`src/rtl/core/sem_pkg.sv`:
```
// Shared widths, constants and types of the Sobel edge magnitude unit.
package sem_pkg;

	localparam int MAX_SIDE_DEF = 1024;
	localparam int SIDE_RESET   = 1024;
	localparam int PIXEL_W      = 8;
	localparam int POS_W        = 10;
	localparam int CFG_W        = 11;
	localparam int MAG_W        = 8;
	localparam int GRAD_W       = 10;
	localparam int SQ_W         = 2 * GRAD_W;
	localparam int SUM_W        = SQ_W + 1;
	localparam int RAD_W        = 16;
	localparam int ROOT_W       = 8;

	localparam logic [MAG_W-1:0] MAG_SAT = '1;

	typedef struct packed {
		logic              done;
		logic [ROOT_W-1:0] root;
	} sqrt_rsp_t;

endpackage

```
`src/rtl/core/sem_isqrt.sv`:
```
// Bit-serial integer square root, one result bit per cycle.
module sem_isqrt (
	input  logic                      clk,
	input  logic                      arst_n,
	input  logic                      start,
	input  logic [sem_pkg::RAD_W-1:0] radicand,
	output sem_pkg::sqrt_rsp_t        rsp
);
	import sem_pkg::*;

	logic              busy_q;
	logic              done_q;
	logic [RAD_W-1:0]  rad_q;
	logic [ROOT_W-1:0] root_q;
	logic [ROOT_W-1:0] bit_q;
	logic [ROOT_W-1:0] trial;
	logic [RAD_W-1:0]  trial_sq;

	assign trial    = root_q | bit_q;
	assign trial_sq = RAD_W'(trial) * RAD_W'(trial);

	always_ff @(posedge clk or negedge arst_n) begin
		if (!arst_n) begin
			busy_q <= 1'b0;
			done_q <= 1'b0;
		end else begin
			done_q <= busy_q && bit_q[0];
			if (start) begin
				busy_q <= 1'b1;
			end else if (busy_q && bit_q[0]) begin
				busy_q <= 1'b0;
			end
		end
	end

	// keep the trial bit when its square still fits, then move one bit down
	always_ff @(posedge clk) begin
		if (start) begin
			rad_q  <= radicand;
			root_q <= '0;
			bit_q  <= {1'b1, {(ROOT_W-1){1'b0}}};
		end else if (busy_q) begin
			if (trial_sq <= rad_q) begin
				root_q <= trial;
			end
			bit_q <= bit_q >> 1;
		end
	end

	assign rsp.done = done_q;
	assign rsp.root = root_q;

	a_root_low: assert property (@(posedge clk) disable iff (!arst_n)
		done_q |-> ((RAD_W+1)'(root_q) * (RAD_W+1)'(root_q) <= (RAD_W+1)'(rad_q)))
		else $error("root squared exceeds radicand");

	a_root_high: assert property (@(posedge clk) disable iff (!arst_n)
		done_q |-> (((RAD_W+1)'(root_q) + 1'b1) * ((RAD_W+1)'(root_q) + 1'b1)
			> (RAD_W+1)'(rad_q)))
		else $error("root is not the largest fitting value");

	a_start_idle: assert property (@(posedge clk) disable iff (!arst_n)
		start |-> !busy_q)
		else $error("root unit restarted while busy");

endmodule

```
`config.mk`:
```
export PLATFORM = sky130hd
export DESIGN_NAME = sem_isqrt
export DESIGN_NICKNAME = d
export VERILOG_FILES = /design/src/rtl/core/sem_pkg.sv /design/src/rtl/core/sem_isqrt.sv
export SDC_FILE = /design/constraint.sdc
export NUM_CORES = 1
export LEC_CHECK = 0
export BUFFER_PORTS_ARGS = -buffer_cell sky130_fd_sc_hd__buf_2
export CORE_UTILIZATION = 60
export DETAILED_ROUTE_END_ITERATION = 7
export PLACE_DENSITY = 0.8
export SLEW_MARGIN = 10
export SYNTH_ARGS = -nofsm -noshare
export SYNTH_HDL_FRONTEND = slang
export SYNTH_SLANG_ARGS = --single-unit
```
`constraint.sdc`:
```
create_clock -name clk -period 6.9 [get_ports clk]
set_input_delay 0.345 -clock clk [delete_from_list [all_inputs] [get_ports clk]]
set_output_delay 0.345 -clock clk [all_outputs]
set_load 0.02 [all_outputs]
```
==> impl_metrics.yaml <==
setup_path:
  crit_fanout: 8
  reg2regPathDepth: 22
  startpoint_type: "flip-flop"
  path_delay_family: "adder cells"
  required_ps: 7100
  rr_startpoint: "bit_q[5]"
  cp_slowest_cell: "nor4_4"
  reg2reg_to: "root_q[3]"
  critPathBufInv: 4
  worstPathCellList: "nor2_1 -> inv_1 -> nand2_1 -> inv_1 -> fa_1 -> fa_1 -> inv_1 -> fa_1 -> fa_1 -> inv_1 -> ha_1 -> and3_1 -> o21ai_1 -> a31oi_1 -> a221oi_1 -> xnor2_1 -> ha_1 -> and4_1 -> nand4_1 -> nor4_4 -> a21oi_1 -> o31ai_2"
  reg2reg_slack_ps: 640
  cp-end-kind: "flip-flop"
  critPathKind: "flip-flop to flip-flop"
  crit_path_max_incr_delay_ps: 560
  worstPathArrival_ps: 6470
final_layout:
  area_growth_pct: 11.3
  fin_nets: 466
  diodes: 0
  nFillCells: 408
  drive_above_1_share_pct: 12.9
timing:
  worst_pin_slew_ps: 666
  fin_ws_ps: 637
  timing.final.crit_share_pct: 90.8
  finalSetupViolations: 0
  finalHoldViolCount: 0
  grt_setup_unrepaired: "no"
  slew_violations: 0
  finClkSkew_ps: 5.31
  max-slew-margin-rel_pct: 55.6
  layout_min_cycle_time_ps: 6260
  fmax_mhz: 160
  fin_tns_setup_ps: 0
worst_hold_path:
  holdPathEnd: "rad_q[12]"
  hp-start: "radicand[12]"
  min_path_type: "input port to flip-flop"
  holdPathStages: 1
logic_synthesis:
  syn_nets: 434
  synth_edf_count: 16
  netlist_top_cells_count: "inv_1, ha_1, nor2_1, fa_1"
  synth-main-ff-cell: "edfxtp_1"
  synth.most_common_cell: "inv_1"
  synthAdderAreaFrac_pct: 32.0
  yosysSeqAreaShare_pct: 26.2
  yosys_warnings: 0
  synth_top_family_by_area: "adder cells"
  synthSimpleGateAreaFrac_pct: 12.9
  avgSynthCellArea_um2: 9.35
  synth_compound_area_share_pct: 13.9
  synthArstFlopShare_pct: 5.88
  synth_top_area_cell: "ha_1"
  synth_cells: 347
  synth_cell_types: 44
  synth_top_cell_area_share_pct: 16.6
  synthMuxAreaShare_pct: 2.16
  synth-xor-area-share_pct: 3.51
  netlist_top_cells_area: "ha_1, fa_1, edfxtp_1"
  ys_ff_latch: 34
  syn_area_um2: 3240
global_routing:
  grt_overflow_total: 0
  grt_max_degree: 36
  grt_pass1_vias: 2531
  grt_pass1_wl_mm: 11.1
  antenna_found_initial: 0
  grtUsageTotal_pct: 26.5
clock_network:
  insertion_delay_ps: 290
  cts_buffer_depth: 2
  postCtsSetupBuffers: 0
  clkTransAtPathRegs_ps: 70
  cts-root-buf: "clkbuf_8"
  htree_levels: 2
  numCtsBuffers: 5
  clock-sinks: 34
  cts_tree: "yes"
route:
  drtPass1Iterations: 4
  routed_wl_mm: 6.74
  drtIter0Drc: 123
  ant_nets: 0
  vias: 2484
  viasPerCell: 5.52
  drc: 0
  wl_per_cell_um: 15.0
power_and_ir_drop:
  comb_power_share_pct: 23.1
  clkPwrFrac_pct: 37.4
  switching_share_pct: 27.8
  ir_drop_mv: 0.192
  p_per_area_nw_per_um2: 162
  p_sw_uw: 163
  seqPwrFrac_pct: 39.5
  power.internal_uw: 424
  p_leak_nw: 1.87
floorplan:
  ios: 28
  die-area_um2: 5700
  core_area_um2: 5170
  initial_core_util_pct: 62.7
  die_w_um: 75.5
  std_cell_rows: 26
  die_h_um: 75.5
placed_design:
  io_buffers: 27
  gp_congestion: 0.944
  pre_cts_slack_ps: 666
  dp.final_hpwl_mm: 5.36
outcome:
  run_status: "finished clean"
run:
  drv_cap: 0
metal layers:
metal | global-route usage (%) | share of wire (%)
met4 | 8.64 | 1.6
met3 | 4.76 | 4.3
met1 | 31.7 | 43
met2 | 48.3 | 51
met5 | 0 | 0
per-stage QoR:
| stage | cells | power (mW) | area [µm²] | hold WS [ps] | utilization [%] |
|---|---|---|---|---|---|
| after floorplan | 347 | 0.333 | 3240 | 49.4 | - |
| after global placement | 441 | 0.364 | 3460 | 131 | 66.9 |
| after detailed placement | 441 | 0.368 | 3460 | 135 | 66.9 |
| after CTS | 450 | 0.588 | 3610 | 225 | 69.8 |
| after global routing | 450 | 0.614 | 3610 | 214 | 69.8 |
| final | 450 | 0.586 | 3610 | 227 | 69.8 |
worst max path at each step:
| stage | startpoint | slack, ps | cells after the start | to |
|---|---|---|---|---|
| CTS | bit_q[5] | 640 | 22 | root_q[3] |
| floorplan | root_q[5] | 1260 | 22 | root_q[0] |
| global placement | bit_q[5] | 780 | 22 | root_q[7] |
| detailed placement | bit_q[5] | 670 | 22 | root_q[3] |
| finish | bit_q[5] | 640 | 22 | root_q[3] |
| global route | bit_q[5] | 210 | 22 | root_q[6] |
placed cells by master, fill, tap and decap left out, types with 8 or more instances in the layout:
cell type and n:
nor2b_1 9, o31ai_2 8, ha_1 43, dfxtp_1 16
fa_1 25, edfxtp_1 16, a21oi_1 15, nor2_1 42
o21ai_0 9, buf_2 27, inv_1 71, xnor2_1 10
area by class of cell:
class	count	area (µm²)	share of cell area, %
flip-flops and latches	34	851	23.6
well taps	70	87.6	2.43
clock buffers	5	68.8	1.91
inverters	71	267	7.38
repair buffers	32	175	4.85
clock inverters	3	68.8	1.91
multi-input cells	235	2090	58.0
cell families (layout without fill, tap and decap cells):
| kind of cell | after synthesis | after routing |
|---|---|---|
| mux | 7 | 7 |
| fa+ha+maj | 68 | 68 |
| flops | 34 | 34 |
| buf+inv | 78 | 111 |
| simple gates | 84 | 84 |
| compound gates | 63 | 63 |
| xor+xnor | 13 | 13 |
power groups by stage:
stage | clock network [mW] | logic (mW) | registers (mW)
floorplan | 0 | 0.0955 | 0.237
global placement | 0 | 0.128 | 0.236
detailed placement | 0 | 0.132 | 0.236
CTS | 0.220 | 0.135 | 0.232
global route | 0.229 | 0.152 | 0.233
finish | 0.219 | 0.135 | 0.232
sequential cells by signal, indices dropped and copies added (netlist names):
register and count:
done_q 1, root_q 8, busy_q 1, bit_q 8, rad_q 16
what timing repair did:
action | in CTS | in global routing
hold buffers | 1 | 0
gates resized for setup | 0 | 0
hold endpoints to repair | 2 | 0
(Power assumes the default switching activity.)
